**config.mk**
```make
export PLATFORM = sky130hd
export DESIGN_NAME = cmpl_cell
export DESIGN_NICKNAME = d
export VERILOG_FILES = /design/src/rtl/core/cmpl_pkg.sv /design/src/rtl/core/cmpl_cell.sv
export SDC_FILE = /design/constraint.sdc
export NUM_CORES = 1
export LEC_CHECK = 0
export BUFFER_PORTS_ARGS = -buffer_cell sky130_fd_sc_hd__buf_2
export CAP_MARGIN = 5
export CORE_ASPECT_RATIO = 0.75
export CORE_MARGIN = 10
export CORE_UTILIZATION = 45
export CTS_CLUSTER_SIZE = 20
export DETAILED_ROUTE_END_ITERATION = 12
export PLACE_DENSITY = 0.78
export REMOVE_ABC_BUFFERS = 1
export SLEW_MARGIN = 5
export SYNTH_ARGS = -nofsm -noshare
export SYNTH_HDL_FRONTEND = slang
export SYNTH_SLANG_ARGS = --single-unit
```
**constraint.sdc**
```tcl
create_clock -name clk -period 11.6 [get_ports clk]
set_input_delay 1.16 -clock clk [delete_from_list [all_inputs] [get_ports clk]]
set_output_delay 1.16 -clock clk [all_outputs]
set_load 0.005 [all_outputs]
```
**src/rtl/core/cmpl_pkg.sv**
```systemverilog
// cmpl_pkg: shared types and constants for the compacting array list.
// Holds the operation codes, the state encoding and the cell control struct.
// No dependencies.
package cmpl_pkg;

  localparam int CMPL_CAPACITY = 256;
  localparam int POS_W         = 8;
  localparam int VAL_W         = 32;
  localparam int FILL_W        = 9;
  localparam int TAP_GRP       = 16;

  typedef enum logic [1:0] {
    KIND_APPEND = 2'd0,
    KIND_DELETE = 2'd1,
    KIND_READ   = 2'd2,
    KIND_CLEAR  = 2'd3
  } cmpl_kind_t;

  typedef enum logic [1:0] {
    ST_IDLE,
    ST_TAP,
    ST_GROUP,
    ST_OUT
  } cmpl_state_t;

  // Broadcast to every cell in the accept cycle
  typedef struct packed {
    logic             go;
    cmpl_kind_t       kind;
    logic [POS_W-1:0] pos;
  } cmpl_ctl_t;

endpackage

```
**src/rtl/core/cmpl_cell.sv**
```systemverilog
// cmpl_cell: one list slot of the compacting array list.
// Loads an appended value, takes its upper neighbor on delete, taps on read.
// Depends on cmpl_pkg.
module cmpl_cell import cmpl_pkg::*; #(
  parameter int IDX = 0,
  parameter int CW  = 9
) (
  input  logic                    clk,
  input  cmpl_ctl_t               ctl,
  input  logic [CW-1:0]           count,
  input  logic signed [VAL_W-1:0] nbr_data,
  input  logic signed [VAL_W-1:0] in_value,
  output logic signed [VAL_W-1:0] data,
  output logic signed [VAL_W-1:0] tap
);

  localparam int XW = (CW > FILL_W) ? CW : FILL_W;

  logic signed [VAL_W-1:0] data_r;
  logic signed [VAL_W-1:0] tap_r;
  logic [XW-1:0]           pos_x;
  logic [XW-1:0]           cnt_x;
  logic [XW-1:0]           idx_x;
  logic                    in_range;
  logic                    load;
  logic                    shift;
  logic                    hit;

  always_comb begin
    pos_x    = XW'(ctl.pos);
    cnt_x    = XW'(count);
    idx_x    = XW'(IDX);
    in_range = pos_x < cnt_x;
    load     = ctl.go && (ctl.kind == KIND_APPEND) && (cnt_x == idx_x);
    shift    = ctl.go && (ctl.kind == KIND_DELETE) && in_range && (idx_x >= pos_x);
    hit      = (ctl.kind == KIND_READ) && in_range && (pos_x == idx_x);
  end

  always_ff @(posedge clk) begin
    if (load) begin
      data_r <= in_value;
    end else if (shift) begin
      data_r <= nbr_data;
    end
    if (ctl.go) begin
      tap_r <= hit ? data_r : '0;
    end
  end

  assign data = data_r;
  assign tap  = tap_r;

endmodule

```
==> impl_metrics.py, run 1 <==
metrics = {
    "pwr": {
        "leakagePower_nw": 1.88,
        "power_density_nw_per_um2": 115,
        "ir_worst_vdd_uv": 59.2,
    },
    "setup_path": {
        "endpoint_kind": "flop",
        "crit_required_ps": 11610,
        "crit_path_max_fanout": 33,
        "slowest_stage": "o311a_2",
        "slowest_delay_ps": 640,
        "critical_path_class": "in -> reg",
        "path_cells": "buf_2 -> inv_1 -> ha_1 -> a211oi_1 -> o311a_2 -> nand4b_1 -> o31ai_4 -> buf_4",
        "arrival_ps": 3730,
        "worst_setup_path_start_kind": "primary input",
    },
    "floorplanning": {
        "die_area_um2": 10700,
        "die_w_um": 116,
        "start_util": 0.462,
        "rows": 26,
        "ios": 149,
        "core_um2": 6770,
        "dieHeight_um": 92.2,
    },
    "clock_network": {
        "clk_latency_ps": 320,
        "cts_buffers": 9,
        "postCtsSetupBuffers": 0,
        "clockBufferDepth": 2,
        "clk_pin_slew_worst_paths_ps": 70,
        "root_buffer": "clkbuf_8",
        "cts_tree": "built",
        "cts_resized": 0,
        "ctsHoldBuffers": 0,
        "cts.sinks": 64,
        "htree_levels": 3,
    },
    "global_routing": {
        "grt_use_total": 0.155,
        "grt_overflow": 0,
        "grt_max_degree": 35,
        "grt_pass1_vias": 2541,
        "antenna_found_initial": 0,
        "grt_pass1_wl_um": 12800,
    },
    "synth": {
        "yosysWarnings": 0,
        "yosysSeqAreaShare": 0.615,
        "synthTopCellsByArea": "edfxtp_1 61%, mux2_4 14%, nand3_1 5.3%",
        "async_flop_share": 0,
        "synth_edf_count": 64,
        "synth_top_area_cell": "edfxtp_1",
        "synthDistinctLibCells": 25,
        "yosysTopAreaCellShare": 0.615,
        "syn_area_per_cell_um2": 14.8,
        "ys_seq_elements": 64,
        "synthCells": 211,
        "synth-main-ff-cell": "edfxtp_1",
        "synth_area_um2": 3130,
    },
    "drt": {
        "vias_per_cell": 5.21,
        "drt_iter0_drc": 100,
        "vias": 2324,
        "final_antenna_net_count": 0,
        "drc": 0,
        "finalWirelength_um": 8290,
        "dr.pass1.iters": 4,
        "avgRoutedWirePerCell_um": 18.6,
    },
    "sta": {
        "period_needed_ps": 3730,
        "hold_violations": 0,
        "worstMarginPinSlew_ps": 915,
        "setup_tns_ps": 0,
        "clock.fmax_mhz": 268,
        "skew_ps": 7.20,
        "slew_violations": 0,
        "post-route-period-util": 0.321,
        "rsz0062_at_grt": "no",
        "setup_viol": 0,
        "relSlewSlack": 0.389,
    },
    "outcome": {
        "status": "complete, no violations",
    },
    "layout": {
        "stdcell_count": 446,
        "n_fill_cell": 584,
        "finalNetCount": 449,
        "fin_util": 0.606,
        "area_growth_pct": 31.2,
        "n_antenna_cell": 0,
        "final_cell_mix": "148 x buf_2, 64 x edfxtp_1, 33 x nand3_1",
        "layout_commonest_cell": "buf_2",
        "post_route_cells_drive_above_1_share": 0.561,
    },
    "placement": {
        "dpl.hpwl_um": 6260,
        "routabilityCongestion": 0.886,
        "dpl.cell_count": 430,
        "io_buffer_count": 148,
    },
    "job": {
        "cap_violations": 0,
    },
    "hold_path": {
        "hp-class": "reg -> reg",
    },
}
## worst max-delay path, delay by kind of cell
family,cells,cell delay (ps)
AO/OA/AOI/OAI,3,1490
adder cells (fa/ha/maj),1,280
AND/OR/NAND/NOR,1,240
buffers and inverters,3,560
## power breakdown
group          total, mW  internal, mW  leakage (nW)  switching, mW
Clock              0.174        0.0960        0.0902         0.0780
Combinational     0.0413        0.0224          1.15         0.0189
Sequential         0.258         0.257         0.631       0.000817
## cell type report
cell class | count | area, um2 | area share
repair buffers | 151 | 763 | 0.186
flip-flops and latches | 64 | 1920 | 0.469
clock inverters | 6 | 50.0 | 0.0122
inverters | 8 | 30.0 | 0.00732
clock buffers | 10 | 128 | 0.0311
multi-input cells | 123 | 1100 | 0.269
well taps | 84 | 105 | 0.0256
## flip-flops by register name, summed over array words and instances (netlist names)
| name | cells |
|---|---|
| data | 32 |
| tap | 32 |
## final timing paths
check | to | start | slack [ps] | depth (start not counted)
worst max-delay path | data[22]$_DFFE_PP_ | count[6] | 7870 | 8
worst min-delay path | tap[6]$_SDFFCE_PN0P_ | data[6]$_DFFE_PP_ | 650 | 2
worst max register to register | tap[2]$_SDFFCE_PN0P_ | data[2]$_DFFE_PP_ | 10760 | 2
worst min register to register | tap[6]$_SDFFCE_PN0P_ | data[6]$_DFFE_PP_ | 650 | 2
## per-layer routing
layer / vias up / part of all wire / global-route usage
li1: 1110 / - / -
met3: 10 / 0.11 / 0.0749
met4: 0 / 0.015 / 0.0582
met2: 108 / 0.50 / 0.259
met1: 1096 / 0.38 / 0.165
met5: - / 0 / 0
## stage by stage
step	worst slack (ps)	total power [mW]	area [um2]	hold WS, ps
2_1_floorplan	6400	0.278	3020	643
3_3_place_gp	7600	0.303	3920	621
3_5_place_dp	7450	0.304	3920	637
4_1_cts	7820	0.479	4100	653
5_1_grt	7690	0.493	4100	689
6_report	7870	0.473	4100	650
## Yosys cell counts (all sizes together) (2+ instances only)
library cell  count
nand4b            2
a211oi            2
inv               8
nor4              4
edfxtp           64
buf              15
ha                7
nor3             32
nand2             2
a21oi             2
nand3            34
mux2             32
## cells by family (layout without fill, tap and decap cells)
| group | Yosys count | after routing | synth area share |
|---|---|---|---|
| AOI/OAI and AO/OA | 6 | 6 | 0.0156 |
| muxes | 32 | 32 | 0.150 |
| buffers and inverters | 24 | 175 | 0.0432 |
| DFF | 64 | 64 | 0.615 |
| and+or+nand+nor | 78 | 78 | 0.148 |
| adders and majority gates | 7 | 7 | 0.0280 |
(Power assumes the default switching activity.)
==> inputs of run 2 (changes only) <==
--- a/config.mk
+++ b/config.mk
@@ -5,6 +5,7 @@
 export SDC_FILE = /design/constraint.sdc
 export NUM_CORES = 1
 export LEC_CHECK = 0
+export ABC_AREA = 1
 export BUFFER_PORTS_ARGS = -buffer_cell sky130_fd_sc_hd__buf_2
 export CAP_MARGIN = 5
 export CORE_ASPECT_RATIO = 0.75
==> constraint.sdc (replaced) <==
create_clock -name clk -period 3.8 [get_ports clk]
set_input_delay 0.38 -clock clk [delete_from_list [all_inputs] [get_ports clk]]
set_output_delay 0.38 -clock clk [all_outputs]
set_load 0.005 [all_outputs]
==> run 2 against run 1 <==
  * Largest power group unchanged
  * Critical path depth stayed put
  * Clock skew up 0.65 ps
  * Final area shrank 1.9%
  * Clock-buffer cell count unchanged
  * Clock power grew to 2.6 times the previous value
  * Worst hold slack worse by 330 ps
  * Die area decreased by 0.45%
  * Critical path type unchanged
  * Highest routed layer unchanged
  * Combinational power rose to 2.7 times the previous value
==> impl_metrics.py, run 2 <==
metrics = {
    "outcome": {
        "status": "complete, no violations",
    },
    "layout": {
        "post_route_cells_drive_above_1_share": 0.447,
        "area_growth_pct": 29.5,
        "fin_area_um2": 4020,
        "final_cell_mix": "148 x buf_2, 83 x nand2_1, 64 x edfxtp_1",
        "stdcell_count": 538,
        "n_antenna_cell": 0,
        "layout_commonest_cell": "buf_2",
        "finalNetCount": 542,
    },
    "synth": {
        "synth_top_area_cell": "edfxtp_1",
        "yosysTopAreaCellShare": 0.618,
        "synthTopCellsByCount": "83 x nand2_1, 64 x edfxtp_1, 44 x inv_1",
        "syn_area_per_cell_um2": 10.4,
        "ys_seq_elements": 64,
        "yosysWarnings": 0,
        "async_flop_share": 0,
        "synthTopCellsByArea": "edfxtp_1 62%, nand2_1 10%, nor2_2 5.8%",
        "yosys.cell_count.top_type": "nand2_1",
        "synth_edf_count": 64,
        "synth_area_um2": 3110,
        "synth-main-ff-cell": "edfxtp_1",
        "synthCells": 299,
        "yosysSeqAreaShare": 0.618,
        "synthDistinctLibCells": 17,
    },
    "clock_network": {
        "ctsHoldBuffers": 0,
        "htree_levels": 3,
        "postCtsSetupBuffers": 0,
        "cts_tree": "built",
        "cts.sinks": 64,
        "clockBufferDepth": 2,
        "clk_latency_ps": 330,
        "clk_pin_slew_worst_paths_ps": 70,
        "cts_resized": 0,
        "cts_buffers": 9,
        "root_buffer": "clkbuf_8",
    },
    "drt": {
        "final_antenna_net_count": 0,
        "dr.pass1.iters": 4,
        "avgRoutedWirePerCell_um": 15.4,
        "vias": 2557,
        "vias_per_cell": 4.75,
        "drc": 0,
        "drt_iter0_drc": 117,
        "finalWirelength_um": 8290,
    },
    "hold_path": {
        "holdPathEnd": "data[30]$_DFFE_PP_",
        "holdPathStages": 3,
        "hp-class": "in -> reg",
        "hp-start": "nbr_data[30]",
    },
    "sta": {
        "setup_tns_ps": 0,
        "post-route-period-util": 0.611,
        "setup_viol": 0,
        "rsz0062_at_grt": "no",
        "worstMarginPinSlew_ps": 1030,
        "relSlewSlack": 0.314,
        "hold_violations": 0,
        "slew_violations": 0,
        "skew_ps": 7.85,
        "period_needed_ps": 2320,
        "clock.fmax_mhz": 431,
    },
    "setup_path": {
        "rrSetupSlack_ps": 2960,
        "reg2reg_depth": 2,
        "path_cells": "buf_2 -> inv_2 -> nand4_1 -> nor2_4 -> buf_4 -> nand2_4 -> nand2_1 -> buf_4",
        "crit_path_max_fanout": 33,
        "reg2reg_from": "data[24]$_DFFE_PP_",
        "endpoint_kind": "flop",
        "rr_endpoint": "tap[24]$_SDFFCE_PN0P_",
        "slowest_stage": "nand2_1",
        "worst_setup_path_start_kind": "primary input",
        "slowest_delay_ps": 510,
        "crit_top_cell": "buf_4",
        "crit_required_ps": 3810,
        "critical_path_class": "in -> reg",
        "arrival_ps": 2330,
    },
    "floorplanning": {
        "ios": 149,
        "core_um2": 6770,
        "start_util": 0.459,
        "die_area_um2": 10700,
        "die_w_um": 116,
        "dieHeight_um": 92.0,
        "rows": 26,
    },
    "placement": {
        "routabilityCongestion": 0.893,
        "io_buffer_count": 148,
        "dpl.cell_count": 523,
        "dpl.hpwl_um": 6710,
        "place_area_um2": 3870,
    },
    "pwr": {
        "ir_worst_vdd_uv": 164,
        "leakagePower_nw": 2.06,
        "power_density_nw_per_um2": 337,
    },
    "global_routing": {
        "grt_use_total": 0.152,
        "antenna_found_initial": 0,
        "grt_pass1_vias": 2554,
        "grt_overflow": 0,
        "grt_pass1_wl_um": 12500,
        "grt_max_degree": 34,
    },
    "job": {
        "cap_violations": 0,
    },
}
-- run 2: cell count changes in the layout (fill, tap and decap cells not counted), sizes merged, moves of 3 or more --
cell	change
nand2	+82
nor2	+42
inv	+39
mux2	-32
nor3	-30
nor4	-4
nand3	+3
-- run 2: worst max-delay path: cells and delay by family --
family	cells	cell delay (ps)
buf+inv	4	870
simple gates	4	1050
-- run 2: final cells by class --
class                      instances  area [um2]
clock buffer                      10         128
clock inverter                     5        25.0
fill                             591        2740
inverter                          47         176
multi-input combinational        176         897
sequential                        64        1920
tap                               84         105
timing repair buffer             152         771
-- run 2: how the worst max path moves through the flow --
| stage | end | start | cells after the start |
|---|---|---|---|
| after detailed placement | data[0]$_DFFE_PP_ | count[8] | 8 |
| after global placement | data[30]$_DFFE_PP_ | count[8] | 8 |
| final | data[31]$_DFFE_PP_ | count[8] | 8 |
| after CTS | data[18]$_DFFE_PP_ | count[8] | 8 |
| after global routing | data[28]$_DFFE_PP_ | count[8] | 8 |
| after floorplan | data[0]$_DFFE_PP_ | count[0] | 5 |
-- run 2: cells by family (layout without fill, tap and decap cells) --
family	Yosys count	in the layout	synth area share
adder cells (fa/ha/maj)	7	7	0.0282
buffers and inverters	59	214	0.0930
AO/OA/AOI/OAI	1	1	0.00161
flip-flops	64	64	0.618
AND/OR/NAND/NOR	168	168	0.259
-- run 2: through the flow --
stage               hold WS (ps)  total power, mW   util  worst slack, ps
floorplan                    492            0.840      -             1360
global placement             556            0.907  0.572             1220
detailed placement           558            0.912  0.572             1110
CTS                          300             1.37  0.595             1460
global route                 303             1.42  0.595             1330
finish                       316             1.36  0.595             1480
-- run 2: per-layer routing --
metal	vias to the layer above	GRT usage	part of all wire
li1	1260	-	-
met1	1159	0.164	0.38
met2	129	0.259	0.49
met3	9	0.0723	0.12
met4	0	0.0447	0.014
met5	-	0	0
-- run 2: report_power, final --
group,total (mW),switching [mW],internal [mW]
clock,0.461,0.235,0.226
sequential,0.787,0.00241,0.784
combinational,0.110,0.0563,0.0541
total,1.36,0.294,1.06
